==> src/rtl/core/tra_pkg.sv <==
// Package for the tile rectangle first-fit allocator: field widths, codes,
// beat structs and the control structs shared by the core modules.
// No dependencies.
package tra_pkg;

    // Default grid capacity
    localparam int MAX_COLS_DEF = 32;
    localparam int MAX_ROWS_DEF = 32;

    // Field widths
    localparam int DIM_W   = 6;
    localparam int POS_W   = 5;
    localparam int COUNT_W = 11;
    localparam int AREA_W  = 2 * DIM_W;

    localparam logic [COUNT_W-1:0] COUNT_MAX     = '1;
    localparam logic [DIM_W-1:0]   GRID_COLS_RST = 6'd32;
    localparam logic [DIM_W-1:0]   GRID_ROWS_RST = 6'd32;

    typedef enum logic {
        CMD_ALLOC = 1'b0,
        CMD_FREE  = 1'b1
    } cmd_t;

    typedef enum logic {
        REG_GRID_COLS = 1'b0,
        REG_GRID_ROWS = 1'b1
    } reg_idx_t;

    // Request beat
    typedef struct packed {
        cmd_t             cmd;
        logic [DIM_W-1:0] rect_width;
        logic [DIM_W-1:0] rect_height;
        logic [POS_W-1:0] free_col;
        logic [POS_W-1:0] free_row;
    } req_t;

    // Result beat
    typedef struct packed {
        logic               success;
        logic [POS_W-1:0]   place_col;
        logic [POS_W-1:0]   place_row;
        logic [COUNT_W-1:0] tiles_in_use;
    } rsp_t;

    // Controller to column lanes
    typedef struct packed {
        logic clear;
        logic load;
    } lane_ctrl_t;

    // Column lanes to controller
    typedef struct packed {
        logic valid;
        logic hit;
    } lane_stat_t;

endpackage

==> src/rtl/core/tile_rectangle_first_fit_allocator.sv <==
// Tile rectangle first-fit allocator: one item at a time, busy while working.
// Free: the result strobe follows the h rows read,
// modified and written back through the occupancy RAM port.
// Allocate: one row per cycle is streamed
// through the column lanes, then h rows are marked. Results cannot be stalled.
// Reset: all tiles read free at once through per-row valid flags, no sweep.
// Depends on tra_pkg, tra_ram, tra_lanes.
module tile_rectangle_first_fit_allocator #(
    parameter int MAX_COLS = tra_pkg::MAX_COLS_DEF,
    parameter int MAX_ROWS = tra_pkg::MAX_ROWS_DEF
) (
    input  logic                      clk,
    input  logic                      rst_n,
    input  logic                      start,
    output logic                      busy,
    input  tra_pkg::req_t             req,
    output logic                      done,
    output tra_pkg::rsp_t             rsp,
    input  logic                      cfg_we,
    input  tra_pkg::reg_idx_t         cfg_idx,
    input  logic [tra_pkg::DIM_W-1:0] cfg_wdata
);

    localparam int RA_W = $clog2(MAX_ROWS);
    localparam int RN_W = $clog2(MAX_ROWS + 1);
    localparam int CA_W = $clog2(MAX_COLS);
    localparam int CN_W = $clog2(MAX_COLS + 1);

    typedef enum logic [3:0] {
        S_IDLE = 4'b0001,
        S_PLAN = 4'b0010,
        S_SCAN = 4'b0100,
        S_MARK = 4'b1000
    } state_t;

    state_t                      state_reg,  state_next;
    tra_pkg::req_t               req_reg,    req_next;
    logic [RN_W-1:0]             ptr_reg,    ptr_next;
    logic [RN_W-1:0]             end_reg,    end_next;
    logic [CN_W-1:0]             lo_reg,     lo_next;
    logic [CN_W-1:0]             hi_reg,     hi_next;
    logic                        rd_pend_reg, rd_pend_next;
    logic [RA_W-1:0]             rd_addr_reg, rd_addr_next;
    logic [CA_W-1:0]             pc_reg,     pc_next;
    logic [RA_W-1:0]             pr_reg,     pr_next;
    logic                        done_reg,   done_next;
    tra_pkg::rsp_t               rsp_reg,    rsp_next;
    logic [tra_pkg::COUNT_W-1:0] count_reg,  count_next;
    logic [tra_pkg::DIM_W-1:0]   grid_cols_reg;
    logic [tra_pkg::DIM_W-1:0]   grid_rows_reg;
    logic                        row_vld_reg [MAX_ROWS];

    logic                        accept;
    logic [CN_W-1:0]             cols;
    logic [RN_W-1:0]             rows;
    logic [tra_pkg::AREA_W-1:0]  area;
    logic                        alloc_ok;
    logic                        free_ok;
    logic [RN_W-1:0]             free_end;
    logic [CN_W-1:0]             free_ce;
    logic [RN_W-1:0]             found_row;
    logic [tra_pkg::AREA_W:0]    count_sum;
    logic [tra_pkg::COUNT_W-1:0] count_upd;
    logic                        finish;
    logic                        fin_ok;

    logic                        ram_we;
    logic [RA_W-1:0]             ram_waddr;
    logic [MAX_COLS-1:0]         ram_wdata;
    logic                        ram_re;
    logic [RA_W-1:0]             ram_raddr;
    logic [MAX_COLS-1:0]         ram_rdata;
    logic [MAX_COLS-1:0]         row_eff;
    logic [MAX_COLS-1:0]         mark_mask;

    tra_pkg::lane_ctrl_t         lane_ctrl;
    tra_pkg::lane_stat_t         lane_stat;
    logic [CA_W-1:0]             lane_col;
    logic [RA_W-1:0]             lane_tag;

    assign busy   = (state_reg != S_IDLE);
    assign accept = start && !busy;
    assign done   = done_reg;
    assign rsp    = rsp_reg;

    // Clamp the configured grid to the storage size
    always_comb
    begin
        if (int'(grid_cols_reg) > MAX_COLS)
        begin
            cols = CN_W'(MAX_COLS);
        end
        else
        begin
            cols = CN_W'(grid_cols_reg);
        end
        if (int'(grid_rows_reg) > MAX_ROWS)
        begin
            rows = RN_W'(MAX_ROWS);
        end
        else
        begin
            rows = RN_W'(grid_rows_reg);
        end
    end

    // Decode the held request
    always_comb
    begin
        area     = tra_pkg::AREA_W'(req_reg.rect_width)
                   * tra_pkg::AREA_W'(req_reg.rect_height);
        alloc_ok = (req_reg.rect_width != '0) && (req_reg.rect_height != '0)
                   && (int'(req_reg.rect_width) <= int'(cols))
                   && (int'(req_reg.rect_height) <= int'(rows));
        free_ok  = (req_reg.rect_width != '0) && (req_reg.rect_height != '0)
                   && (int'(req_reg.free_col) < int'(cols))
                   && (int'(req_reg.free_row) < int'(rows));
        if (int'(req_reg.free_row) + int'(req_reg.rect_height) > int'(rows))
        begin
            free_end = rows;
        end
        else
        begin
            free_end = RN_W'(int'(req_reg.free_row) + int'(req_reg.rect_height));
        end
        if (int'(req_reg.free_col) + int'(req_reg.rect_width) > int'(cols))
        begin
            free_ce = cols;
        end
        else
        begin
            free_ce = CN_W'(int'(req_reg.free_col) + int'(req_reg.rect_width));
        end
        found_row = RN_W'(int'(lane_tag) - int'(req_reg.rect_height) + 1);
    end

    // Saturating count update for the finishing item
    always_comb
    begin
        count_sum = (tra_pkg::AREA_W + 1)'(count_reg) + (tra_pkg::AREA_W + 1)'(area);
        if (req_reg.cmd == tra_pkg::CMD_FREE)
        begin
            if (int'(count_reg) > int'(area))
            begin
                count_upd = count_reg - tra_pkg::COUNT_W'(area);
            end
            else
            begin
                count_upd = '0;
            end
        end
        else if (count_sum > (tra_pkg::AREA_W + 1)'(tra_pkg::COUNT_MAX))
        begin
            count_upd = tra_pkg::COUNT_MAX;
        end
        else
        begin
            count_upd = tra_pkg::COUNT_W'(count_sum);
        end
    end

    // Column span of the rectangle being marked or cleared
    always_comb
    begin
        for (int j = 0; j < MAX_COLS; j++)
        begin
            mark_mask[j] = (j >= int'(lo_reg)) && (j < int'(hi_reg));
        end
    end

    // Rows never written read as free
    assign row_eff = row_vld_reg[rd_addr_reg] ? ram_rdata : '0;

    // Sequencer: plan, scan rows through the lanes (allocate only), then read-modify-write
    always_comb
    begin
        state_next   = state_reg;
        req_next     = req_reg;
        ptr_next     = ptr_reg;
        end_next     = end_reg;
        lo_next      = lo_reg;
        hi_next      = hi_reg;
        rd_pend_next = 1'b0;
        rd_addr_next = rd_addr_reg;
        pc_next      = pc_reg;
        pr_next      = pr_reg;
        finish       = 1'b0;
        fin_ok       = 1'b0;
        ram_re       = 1'b0;
        ram_raddr    = ptr_reg[RA_W-1:0];
        ram_we       = 1'b0;
        ram_waddr    = rd_addr_reg;
        if (req_reg.cmd == tra_pkg::CMD_FREE)
        begin
            ram_wdata = row_eff & ~mark_mask;
        end
        else
        begin
            ram_wdata = row_eff | mark_mask;
        end
        lane_ctrl.clear = 1'b0;
        lane_ctrl.load  = 1'b0;

        unique case (state_reg)
            S_IDLE:
            begin
                if (accept)
                begin
                    req_next   = req;
                    state_next = S_PLAN;
                end
            end
            S_PLAN:
            begin
                pc_next = '0;
                pr_next = '0;
                if (req_reg.cmd == tra_pkg::CMD_ALLOC)
                begin
                    if (alloc_ok)
                    begin
                        ptr_next        = '0;
                        lane_ctrl.clear = 1'b1;
                        state_next      = S_SCAN;
                    end
                    else
                    begin
                        finish = 1'b1;
                    end
                end
                else if (free_ok)
                begin
                    ptr_next   = RN_W'(req_reg.free_row);
                    end_next   = free_end;
                    lo_next    = CN_W'(req_reg.free_col);
                    hi_next    = free_ce;
                    state_next = S_MARK;
                end
                else
                begin
                    finish = 1'b1;
                    fin_ok = 1'b1;
                end
            end
            S_SCAN:
            begin
                lane_ctrl.load = rd_pend_reg;
                if (ptr_reg < rows)
                begin
                    ram_re       = 1'b1;
                    ptr_next     = ptr_reg + 1'b1;
                    rd_pend_next = 1'b1;
                    rd_addr_next = ptr_reg[RA_W-1:0];
                end
                if (lane_stat.valid && lane_stat.hit)
                begin
                    // Drop the read in flight and mark the found rectangle
                    rd_pend_next = 1'b0;
                    ptr_next     = found_row;
                    end_next     = RN_W'(int'(found_row) + int'(req_reg.rect_height));
                    lo_next      = CN_W'(lane_col);
                    hi_next      = CN_W'(int'(lane_col) + int'(req_reg.rect_width));
                    pc_next      = lane_col;
                    pr_next      = found_row[RA_W-1:0];
                    state_next   = S_MARK;
                end
                else if (lane_stat.valid && (int'(lane_tag) + 1 == int'(rows)))
                begin
                    rd_pend_next = 1'b0;
                    finish       = 1'b1;
                end
            end
            S_MARK:
            begin
                ram_we = rd_pend_reg;
                if (ptr_reg < end_reg)
                begin
                    ram_re       = 1'b1;
                    ptr_next     = ptr_reg + 1'b1;
                    rd_pend_next = 1'b1;
                    rd_addr_next = ptr_reg[RA_W-1:0];
                end
                else if (!rd_pend_reg)
                begin
                    finish = 1'b1;
                    fin_ok = 1'b1;
                end
            end
            default:
            begin
                state_next = S_IDLE;
            end
        endcase

        // Build the result beat
        done_next  = finish;
        rsp_next   = rsp_reg;
        count_next = count_reg;
        if (finish)
        begin
            state_next             = S_IDLE;
            rsp_next.success       = fin_ok;
            rsp_next.place_col     = tra_pkg::POS_W'(pc_next);
            rsp_next.place_row     = tra_pkg::POS_W'(pr_next);
            if (fin_ok || (req_reg.cmd == tra_pkg::CMD_FREE))
            begin
                count_next = count_upd;
            end
            rsp_next.tiles_in_use  = count_next;
        end
    end

    // Control registers
    always_ff @(posedge clk or negedge rst_n)
    begin
        if (!rst_n)
        begin
            state_reg   <= S_IDLE;
            rd_pend_reg <= 1'b0;
            done_reg    <= 1'b0;
            count_reg   <= '0;
        end
        else
        begin
            state_reg   <= state_next;
            rd_pend_reg <= rd_pend_next;
            done_reg    <= done_next;
            count_reg   <= count_next;
        end
    end

    // Payload registers
    always_ff @(posedge clk)
    begin
        req_reg     <= req_next;
        ptr_reg     <= ptr_next;
        end_reg     <= end_next;
        lo_reg      <= lo_next;
        hi_reg      <= hi_next;
        rd_addr_reg <= rd_addr_next;
        pc_reg      <= pc_next;
        pr_reg      <= pr_next;
        rsp_reg     <= rsp_next;
    end

    // Configuration registers
    always_ff @(posedge clk or negedge rst_n)
    begin
        if (!rst_n)
        begin
            grid_cols_reg <= tra_pkg::GRID_COLS_RST;
            grid_rows_reg <= tra_pkg::GRID_ROWS_RST;
        end
        else if (cfg_we)
        begin
            unique case (cfg_idx)
                tra_pkg::REG_GRID_COLS: grid_cols_reg <= cfg_wdata;
                tra_pkg::REG_GRID_ROWS: grid_rows_reg <= cfg_wdata;
                default:                grid_rows_reg <= grid_rows_reg;
            endcase
        end
    end

    // Per-row valid flags: set on first write back
    always_ff @(posedge clk or negedge rst_n)
    begin
        if (!rst_n)
        begin
            for (int r = 0; r < MAX_ROWS; r++)
            begin
                row_vld_reg[r] <= 1'b0;
            end
        end
        else if (ram_we)
        begin
            row_vld_reg[ram_waddr] <= 1'b1;
        end
    end

    tra_ram #(
        .WIDTH (MAX_COLS),
        .DEPTH (MAX_ROWS)
    ) u_occ_ram (
        .clk   (clk),
        .we    (ram_we),
        .waddr (ram_waddr),
        .wdata (ram_wdata),
        .re    (ram_re),
        .raddr (ram_raddr),
        .rdata (ram_rdata)
    );

    tra_lanes #(
        .MAX_COLS (MAX_COLS),
        .MAX_ROWS (MAX_ROWS)
    ) u_lanes (
        .clk         (clk),
        .rst_n       (rst_n),
        .ctrl        (lane_ctrl),
        .row_bits    (row_eff),
        .row_tag     (rd_addr_reg),
        .rect_width  (req_reg.rect_width),
        .rect_height (req_reg.rect_height),
        .cols        (cols),
        .stat        (lane_stat),
        .hit_col     (lane_col),
        .hit_tag     (lane_tag)
    );

    // Read-modify-write never reads the row being written back
    a_no_rw_collision: assert property (@(posedge clk) disable iff (!rst_n)
        (ram_we && ram_re) |-> (ram_waddr != ram_raddr))
        else $error("occupancy read and write hit the same row");

    // Occupancy changes only while marking or clearing
    a_write_in_mark: assert property (@(posedge clk) disable iff (!rst_n)
        ram_we |-> (state_reg == S_MARK))
        else $error("occupancy write outside marking");

    // A result beat always closes a started item
    a_done_after_work: assert property (@(posedge clk) disable iff (!rst_n)
        done_reg |-> ($past(state_reg) != S_IDLE))
        else $error("result beat without an item in work");

    // A granted rectangle lies inside the grid
    a_place_in_grid: assert property (@(posedge clk) disable iff (!rst_n)
        (done_reg && rsp_reg.success && (req_reg.cmd == tra_pkg::CMD_ALLOC))
        |-> ((int'(pr_reg) + int'(req_reg.rect_height) <= int'(rows))
             && (int'(pc_reg) + int'(req_reg.rect_width) <= int'(cols))))
        else $error("granted rectangle exceeds the grid");

    // The held request stays put while the block works
    a_req_held: assert property (@(posedge clk) disable iff (!rst_n)
        (busy && (state_next != S_IDLE)) |=> $stable(req_reg))
        else $error("request changed during work");

endmodule

==> src/rtl/core/tra_ram.sv <==
// Generic single-write, single-read synchronous RAM with registered read data.
// No dependencies.
module tra_ram #(
    parameter int WIDTH = 32,
    parameter int DEPTH = 32
) (
    input  logic                     clk,
    input  logic                     we,
    input  logic [$clog2(DEPTH)-1:0] waddr,
    input  logic [WIDTH-1:0]         wdata,
    input  logic                     re,
    input  logic [$clog2(DEPTH)-1:0] raddr,
    output logic [WIDTH-1:0]         rdata
);

    logic [WIDTH-1:0] mem [DEPTH];
    logic [WIDTH-1:0] rdata_reg;

    // Write port
    always_ff @(posedge clk)
    begin
        if (we)
        begin
            mem[waddr] <= wdata;
        end
    end

    // Registered read port
    always_ff @(posedge clk)
    begin
        if (re)
        begin
            rdata_reg <= mem[raddr];
        end
    end

    assign rdata = rdata_reg;

endmodule

==> src/rtl/core/tra_lanes.sv <==
// Column lanes of the allocator: per-column vertical free-run counters, a
// registered fit vector and a first-fit column encoder.
// Depends on tra_pkg.
module tra_lanes #(
    parameter int MAX_COLS = tra_pkg::MAX_COLS_DEF,
    parameter int MAX_ROWS = tra_pkg::MAX_ROWS_DEF
) (
    input  logic                                clk,
    input  logic                                rst_n,
    input  tra_pkg::lane_ctrl_t                 ctrl,
    input  logic [MAX_COLS-1:0]                 row_bits,
    input  logic [$clog2(MAX_ROWS)-1:0]         row_tag,
    input  logic [tra_pkg::DIM_W-1:0]           rect_width,
    input  logic [tra_pkg::DIM_W-1:0]           rect_height,
    input  logic [$clog2(MAX_COLS+1)-1:0]       cols,
    output tra_pkg::lane_stat_t                 stat,
    output logic [$clog2(MAX_COLS)-1:0]         hit_col,
    output logic [$clog2(MAX_ROWS)-1:0]         hit_tag
);

    localparam int RA_W = $clog2(MAX_ROWS);
    localparam int CA_W = $clog2(MAX_COLS);

    logic [tra_pkg::DIM_W-1:0] vrun_reg [MAX_COLS];
    logic                      s1_vld_reg;
    logic [RA_W-1:0]           s1_tag_reg;
    logic [MAX_COLS-1:0]       fit_reg;
    logic [MAX_COLS-1:0]       fit_next;
    logic                      s2_vld_reg;
    logic [RA_W-1:0]           s2_tag_reg;
    logic [MAX_COLS-1:0]       col_ok;
    logic [MAX_COLS-1:0]       width_mask;
    logic [CA_W-1:0]           first_col;

    // Count free rows per column, saturating at the rectangle height
    always_ff @(posedge clk or negedge rst_n)
    begin
        if (!rst_n)
        begin
            for (int c = 0; c < MAX_COLS; c++)
            begin
                vrun_reg[c] <= '0;
            end
            s1_vld_reg <= 1'b0;
            s1_tag_reg <= '0;
        end
        else if (ctrl.clear)
        begin
            for (int c = 0; c < MAX_COLS; c++)
            begin
                vrun_reg[c] <= '0;
            end
            s1_vld_reg <= 1'b0;
        end
        else
        begin
            s1_vld_reg <= ctrl.load;
            if (ctrl.load)
            begin
                s1_tag_reg <= row_tag;
                for (int c = 0; c < MAX_COLS; c++)
                begin
                    if (row_bits[c])
                    begin
                        vrun_reg[c] <= '0;
                    end
                    else if (vrun_reg[c] < rect_height)
                    begin
                        vrun_reg[c] <= vrun_reg[c] + 1'b1;
                    end
                end
            end
        end
    end

    // Find every column where a width-wide window of clear columns starts
    always_comb
    begin
        for (int c = 0; c < MAX_COLS; c++)
        begin
            col_ok[c]     = (vrun_reg[c] >= rect_height);
            width_mask[c] = (c < int'(rect_width));
        end
        for (int c = 0; c < MAX_COLS; c++)
        begin
            fit_next[c] = (((~col_ok) >> c) & width_mask) == '0
                          && (c + int'(rect_width) <= int'(cols));
        end
    end

    // Hold the fit vector for the encoder stage
    always_ff @(posedge clk or negedge rst_n)
    begin
        if (!rst_n)
        begin
            s2_vld_reg <= 1'b0;
            s2_tag_reg <= '0;
            fit_reg    <= '0;
        end
        else if (ctrl.clear)
        begin
            s2_vld_reg <= 1'b0;
        end
        else
        begin
            s2_vld_reg <= s1_vld_reg;
            if (s1_vld_reg)
            begin
                s2_tag_reg <= s1_tag_reg;
                fit_reg    <= fit_next;
            end
        end
    end

    // Pick the lowest fitting column
    always_comb
    begin
        first_col = '0;
        for (int c = MAX_COLS - 1; c >= 0; c--)
        begin
            if (fit_reg[c])
            begin
                first_col = CA_W'(c);
            end
        end
    end

    assign stat.valid = s2_vld_reg;
    assign stat.hit   = |fit_reg;
    assign hit_col    = first_col;
    assign hit_tag    = s2_tag_reg;

endmodule

==> config.mk <==
export PLATFORM = sky130hd
export DESIGN_NAME = tile_rectangle_first_fit_allocator
export DESIGN_NICKNAME = d
export VERILOG_FILES = /design/src/rtl/core/tra_pkg.sv /design/src/rtl/core/tile_rectangle_first_fit_allocator.sv /design/src/rtl/core/tra_ram.sv /design/src/rtl/core/tra_lanes.sv
export SDC_FILE = /design/constraint.sdc
export NUM_CORES = 2
export LEC_CHECK = 0
export ABC_AREA = 0
export BUFFER_PORTS_ARGS = -buffer_cell sky130_fd_sc_hd__clkbuf_2
export CAP_MARGIN = 5
export CORE_ASPECT_RATIO = 1.1
export CORE_UTILIZATION = 55
export DETAILED_ROUTE_END_ITERATION = 7
export HOLD_SLACK_MARGIN = 0.02
export PLACE_DENSITY_LB_ADDON = 0.05
export REMOVE_ABC_BUFFERS = 1
export SLEW_MARGIN = 0
export SYNTH_ARGS = -nofsm -noshare
export SYNTH_HDL_FRONTEND = slang
export SYNTH_SLANG_ARGS = --single-unit
==> constraint.sdc <==
create_clock -name clk -period 13.81 [get_ports clk]
set_clock_uncertainty 0.1 [all_clocks]
set_input_delay 2.762 -clock clk [delete_from_list [all_inputs] [get_ports clk]]
set_output_delay 2.762 -clock clk [all_outputs]
set_load 0.03 [all_outputs]
==> load_flow_metrics.sql <==
INSERT INTO impl_metrics (metric_group, metric, value, unit) VALUES
('critical_path', 'critical_path.max_fanout', '17', ''),
('run', 'max-cap-violations', '0', ''),
('placement', 'gpl.final_weighted_congestion', '0.959', ''),
('sta', 'max_clock_freq', '141', 'MHz'),
('critical_path', 'critPathArrivalTime', '7.74', 'ns'),
('synth', 'synth-xor-area-share', '1.81', '%'),
('layout', 'final_cells', '7982', ''),
('layout', 'final_stage_net_count', '6591', ''),
('layout', 'drive_gt1_share', '13.2', '%'),
('floorplanning', 'fp.dieW', '352', 'um'),
('critical_path', 'crit_chain', 'inv_1 -> nor2_1 -> fa_1 -> inv_1 -> fa_1 -> fa_1 -> inv_1 -> ha_1 -> nor2b_1 -> o21ai_0 -> o22a_1 -> nor2b_1 -> xnor2_1 -> ha_1 -> o21ai_0 -> or2_2 -> o31a_1 -> o311a_1 -> mux2i_1 -> nor3_1 -> o32ai_1 -> mux2_2', ''),
('cts', 'tritoncts', 'done', ''),
('cts', 'clk-insertion-delay-late', '0.81', 'ns'),
('placement', 'io_buffer_count', '57', ''),
('critical_path', 'worst-endpoint-required', '14.46', 'ns'),
('layout', 'final.fill_count', '10400', ''),
('route', 'detail_route.iter0.violations', '5427', ''),
('route', 'via_count', '52400', ''),
('critical_path', 'critPathKind', 'flip-flop to flip-flop', ''),
('route', 'finalWirelength', '219000', 'um'),
('synth', 'synth.lib_cells_used.distinct', '89', ''),
('synth', 'synth_compound_area_share', '13.7', '%'),
('global_route', 'grt_first_pass_wirelength', '328000', 'um'),
('pwr', 'power.static_leakage', '31.5', 'nW'),
('global_route', 'first_global_vias', '51700', ''),
('outcome', 'run_status', 'finished, final reports clean', ''),
('worst_hold_path', 'min-delay-path-class', 'flip-flop to flip-flop', ''),
('synth', 'ys_seq_area_share', '56.0', '%'),
('synth', 'syn_avg_cell_area', '12.3', 'um^2'),
('critical_path', 'endpoint_kind', 'flip-flop', ''),
('synth', 'synth_top_family_by_area', 'compound AO/OA/AOI/OAI gates', ''),
('global_route', 'grt_overflow_total', '0', ''),
('critical_path', 'critical-path-slowest-cell', 'sky130_fd_sc_hd__mux2i_1', ''),
('route', 'post-route-drc-count', '0', ''),
('floorplanning', 'placement_rows', '140', ''),
('sta', 'slew_headroom', '17.7', '%'),
('synth', 'yosys_register_bits', '1436', ''),
('synth', 'post_synth_fa_ha_maj_area_fraction', '8.21', '%'),
('cts', 'post_cts_resize_count', '0', ''),
('route', 'viasPerCell', '6.57', ''),
('sta', 'timing.hold.ws', '0.364', 'ns'),
('cts', 'ctsRootBufferMaster', 'sky130_fd_sc_hd__clkbuf_16', ''),
('critical_path', 'crit_path_max_incr_delay', '0.87', 'ns'),
('layout', 'syn2layout_area_growth', '10.9', '%'),
('layout', 'largest_reg_flops', '1024', ''),
('cts', 'cts_hold_buffers', '0', ''),
('global_route', 'gr-usage-all-layers', '32.0', '%'),
('floorplanning', 'die_y', '387', 'um'),
('cts', 'clk_path_buf_depth', '3', ''),
('pwr', 'power_density', '166', 'nW/um^2'),
('cts', 'clk_pin_slew_worst_paths', '0.07', 'ns'),
('sta', 'timing.final.setup_violations', '0', ''),
('route', 'postRouteAntennaNets', '0', ''),
('sta', 'final_count_of_pins_violating_max_slew', '0', ''),
('floorplanning', 'num_io_pins', '58', ''),
('synth', 'synth_cells', '6026', ''),
('layout', 'diodes', '0', ''),
('global_route', 'grt_start_max_net_pins', '102', ''),
('placement', 'post-place-ws', '6.72', 'ns'),
('sta', 'tightest_slew', '1.24', 'ns'),
('synth', 'yosys_warnings', '0', ''),
('critical_path', 'cp_top_family', 'adder cells', ''),
('route', 'routed_wire_length_per_instance', '27.5', 'um'),
('placement', 'detailedPlacementHpwl', '131000', 'um'),
('synth', 'asyncSetResetFlopFracSynth', '20.7', '%'),
('synth', 'post_synthesis_mux_area_share', '8.69', '%'),
('synth', 'syn-cell-area', '74200', 'um^2'),
('cts', 'cts_setup_buffers', '0', ''),
('critical_path', 'setup_crit_start_kind', 'flip-flop', ''),
('route', 'first_pass_drt_iterations', '6', ''),
('floorplanning', 'floorplan.initialDensity', '55.7', '%');
worst register-to-register path, delay by kind of cell, from the launching register on:
family	cells	cell delay (ns)
xor gates and xnor gates	1	0.10
muxes	2	1.09
DFF	1	0.39
buffers and inverters	3	0.75
AOI/OAI and AO/OA	6	1.35
and+or+nand+nor	5	0.89
adders and majority gates	5	2.39
per-stage QoR:
stage / cell area [um^2] / util [%] / total power, mW
2_1_floorplan: 73000 / - / 8.47
3_3_place_gp: 77200 / 58.0 / 9.46
3_5_place_dp: 77200 / 58.0 / 9.53
4_1_cts: 82300 / 61.8 / 13.7
5_1_grt: 82300 / 61.8 / 14.3
6_report: 82300 / 61.8 / 13.7
report_power, final:
part	internal [mW]	switching [mW]
Sequential	4.94	0.129
Combinational	1.65	2.78
Clock	2.41	1.75
synthesized netlist by cell type, types with 12 or more instances:
library cell / instances / area (um^2)
sky130_fd_sc_hd__o21ai_1: 22 / 110
sky130_fd_sc_hd__nor3b_1: 17 / 128
sky130_fd_sc_hd__o21ai_0: 355 / 1780
sky130_fd_sc_hd__a211oi_1: 36 / 270
sky130_fd_sc_hd__ha_1: 447 / 5590
sky130_fd_sc_hd__mux2_2: 94 / 1060
sky130_fd_sc_hd__nor4_1: 41 / 257
sky130_fd_sc_hd__o31ai_1: 55 / 413
sky130_fd_sc_hd__a21o_1: 109 / 818
sky130_fd_sc_hd__a22o_1: 12 / 105
sky130_fd_sc_hd__xnor2_1: 92 / 806
sky130_fd_sc_hd__o21bai_1: 17 / 128
sky130_fd_sc_hd__mux2i_1: 232 / 2320
sky130_fd_sc_hd__or2_2: 38 / 238
sky130_fd_sc_hd__a31oi_1: 47 / 294
sky130_fd_sc_hd__and4_1: 15 / 131
sky130_fd_sc_hd__nand3_1: 112 / 561
sky130_fd_sc_hd__fa_1: 25 / 500
sky130_fd_sc_hd__or4_1: 16 / 120
sky130_fd_sc_hd__clkbuf_1: 237 / 890
sky130_fd_sc_hd__buf_2: 27 / 135
sky130_fd_sc_hd__nor3_1: 45 / 225
sky130_fd_sc_hd__nand2_1: 489 / 1840
sky130_fd_sc_hd__or3_1: 19 / 119
sky130_fd_sc_hd__nand4_1: 90 / 563
sky130_fd_sc_hd__buf_1: 46 / 173
sky130_fd_sc_hd__o22ai_1: 237 / 1480
sky130_fd_sc_hd__o21a_1: 63 / 473
sky130_fd_sc_hd__inv_1: 230 / 863
sky130_fd_sc_hd__a221oi_1: 12 / 105
sky130_fd_sc_hd__o41ai_1: 15 / 131
sky130_fd_sc_hd__nand2b_1: 58 / 363
sky130_fd_sc_hd__and2_1: 28 / 175
sky130_fd_sc_hd__edfxtp_1: 1129 / 33900
sky130_fd_sc_hd__and3_1: 55 / 344
sky130_fd_sc_hd__nor2_1: 272 / 1020
sky130_fd_sc_hd__o221ai_1: 117 / 1020
sky130_fd_sc_hd__dfrtp_1: 294 / 7360
sky130_fd_sc_hd__xor2_1: 59 / 517
sky130_fd_sc_hd__a21oi_1: 389 / 1950
sky130_fd_sc_hd__nor2b_1: 35 / 219
sky130_fd_sc_hd__mux4_2: 136 / 3060
logic make-up (layout without fill, tap and decap cells):
| kind of cell | count (synthesis) | in the layout |
|---|---|---|
| XOR/XNOR | 152 | 152 |
| adder cells (fa/ha/maj) | 472 | 472 |
| flip-flops | 1436 | 1436 |
| multiplexers | 462 | 462 |
| AO/OA/AOI/OAI | 1601 | 1601 |
| AND/OR/NAND/NOR | 1356 | 1356 |
| buffers and inverters | 547 | 728 |
final cells by class:
| type | instances | area share, % |
|---|---|---|
| Clock buffer | 187 | 4.87 |
| Clock inverter | 87 | 1.26 |
| Inverter | 235 | 1.07 |
| Timing Repair Buffer | 219 | 1.90 |
| Multi-Input combinational cell | 4043 | 37.7 |
| Sequential cell | 1436 | 50.5 |
| Tap cell | 1775 | 2.70 |
worst paths after layout:
| check | cells after the start | from | slack, ns | end |
|---|---|---|---|---|
| min in group asynchronous | 1 | rst_n | 1.72 | count_reg[8] |
| setup / recovery | 22 | req_reg[19] | 6.72 | count_reg[6] |
| setup reg to reg | 22 | req_reg[19] | 6.72 | count_reg[6] |
| hold / removal | 1 | row_vld_reg[20] | 0.36 | row_vld_reg[20] |
| max in group asynchronous | 3 | rst_n | 9.70 | u_lanes.fit_reg[0] |
| hold reg to reg | 1 | row_vld_reg[20] | 0.36 | row_vld_reg[20] |
per-layer routing:
metal	wire length [um]	vias up	global-route usage, %
li1	-	23400	-
met1	87500	26200	40.8
met2	107000	2234	54.0
met3	14600	660	4.88
met4	10300	0	14.1
met5	0	-	0.0702
placed cells by master, fill, tap and decap left out, types with 63 or more instances in the layout:
cell                           n
sky130_fd_sc_hd__a21o_1      109
sky130_fd_sc_hd__a21oi_1     387
sky130_fd_sc_hd__buf_4       157
sky130_fd_sc_hd__clkbuf_16   152
sky130_fd_sc_hd__dfrtp_1     294
sky130_fd_sc_hd__edfxtp_1   1129
sky130_fd_sc_hd__ha_1        447
sky130_fd_sc_hd__inv_1       224
sky130_fd_sc_hd__mux2_2       94
sky130_fd_sc_hd__mux2i_1     213
sky130_fd_sc_hd__mux4_2      136
sky130_fd_sc_hd__nand2_1     487
sky130_fd_sc_hd__nand3_1     111
sky130_fd_sc_hd__nand4_1      90
sky130_fd_sc_hd__nor2_1      238
sky130_fd_sc_hd__o21a_1       63
sky130_fd_sc_hd__o21ai_0     337
sky130_fd_sc_hd__o221ai_1    117
sky130_fd_sc_hd__o22ai_1     237
sky130_fd_sc_hd__xnor2_1      92
(Power assumes the default switching activity.)
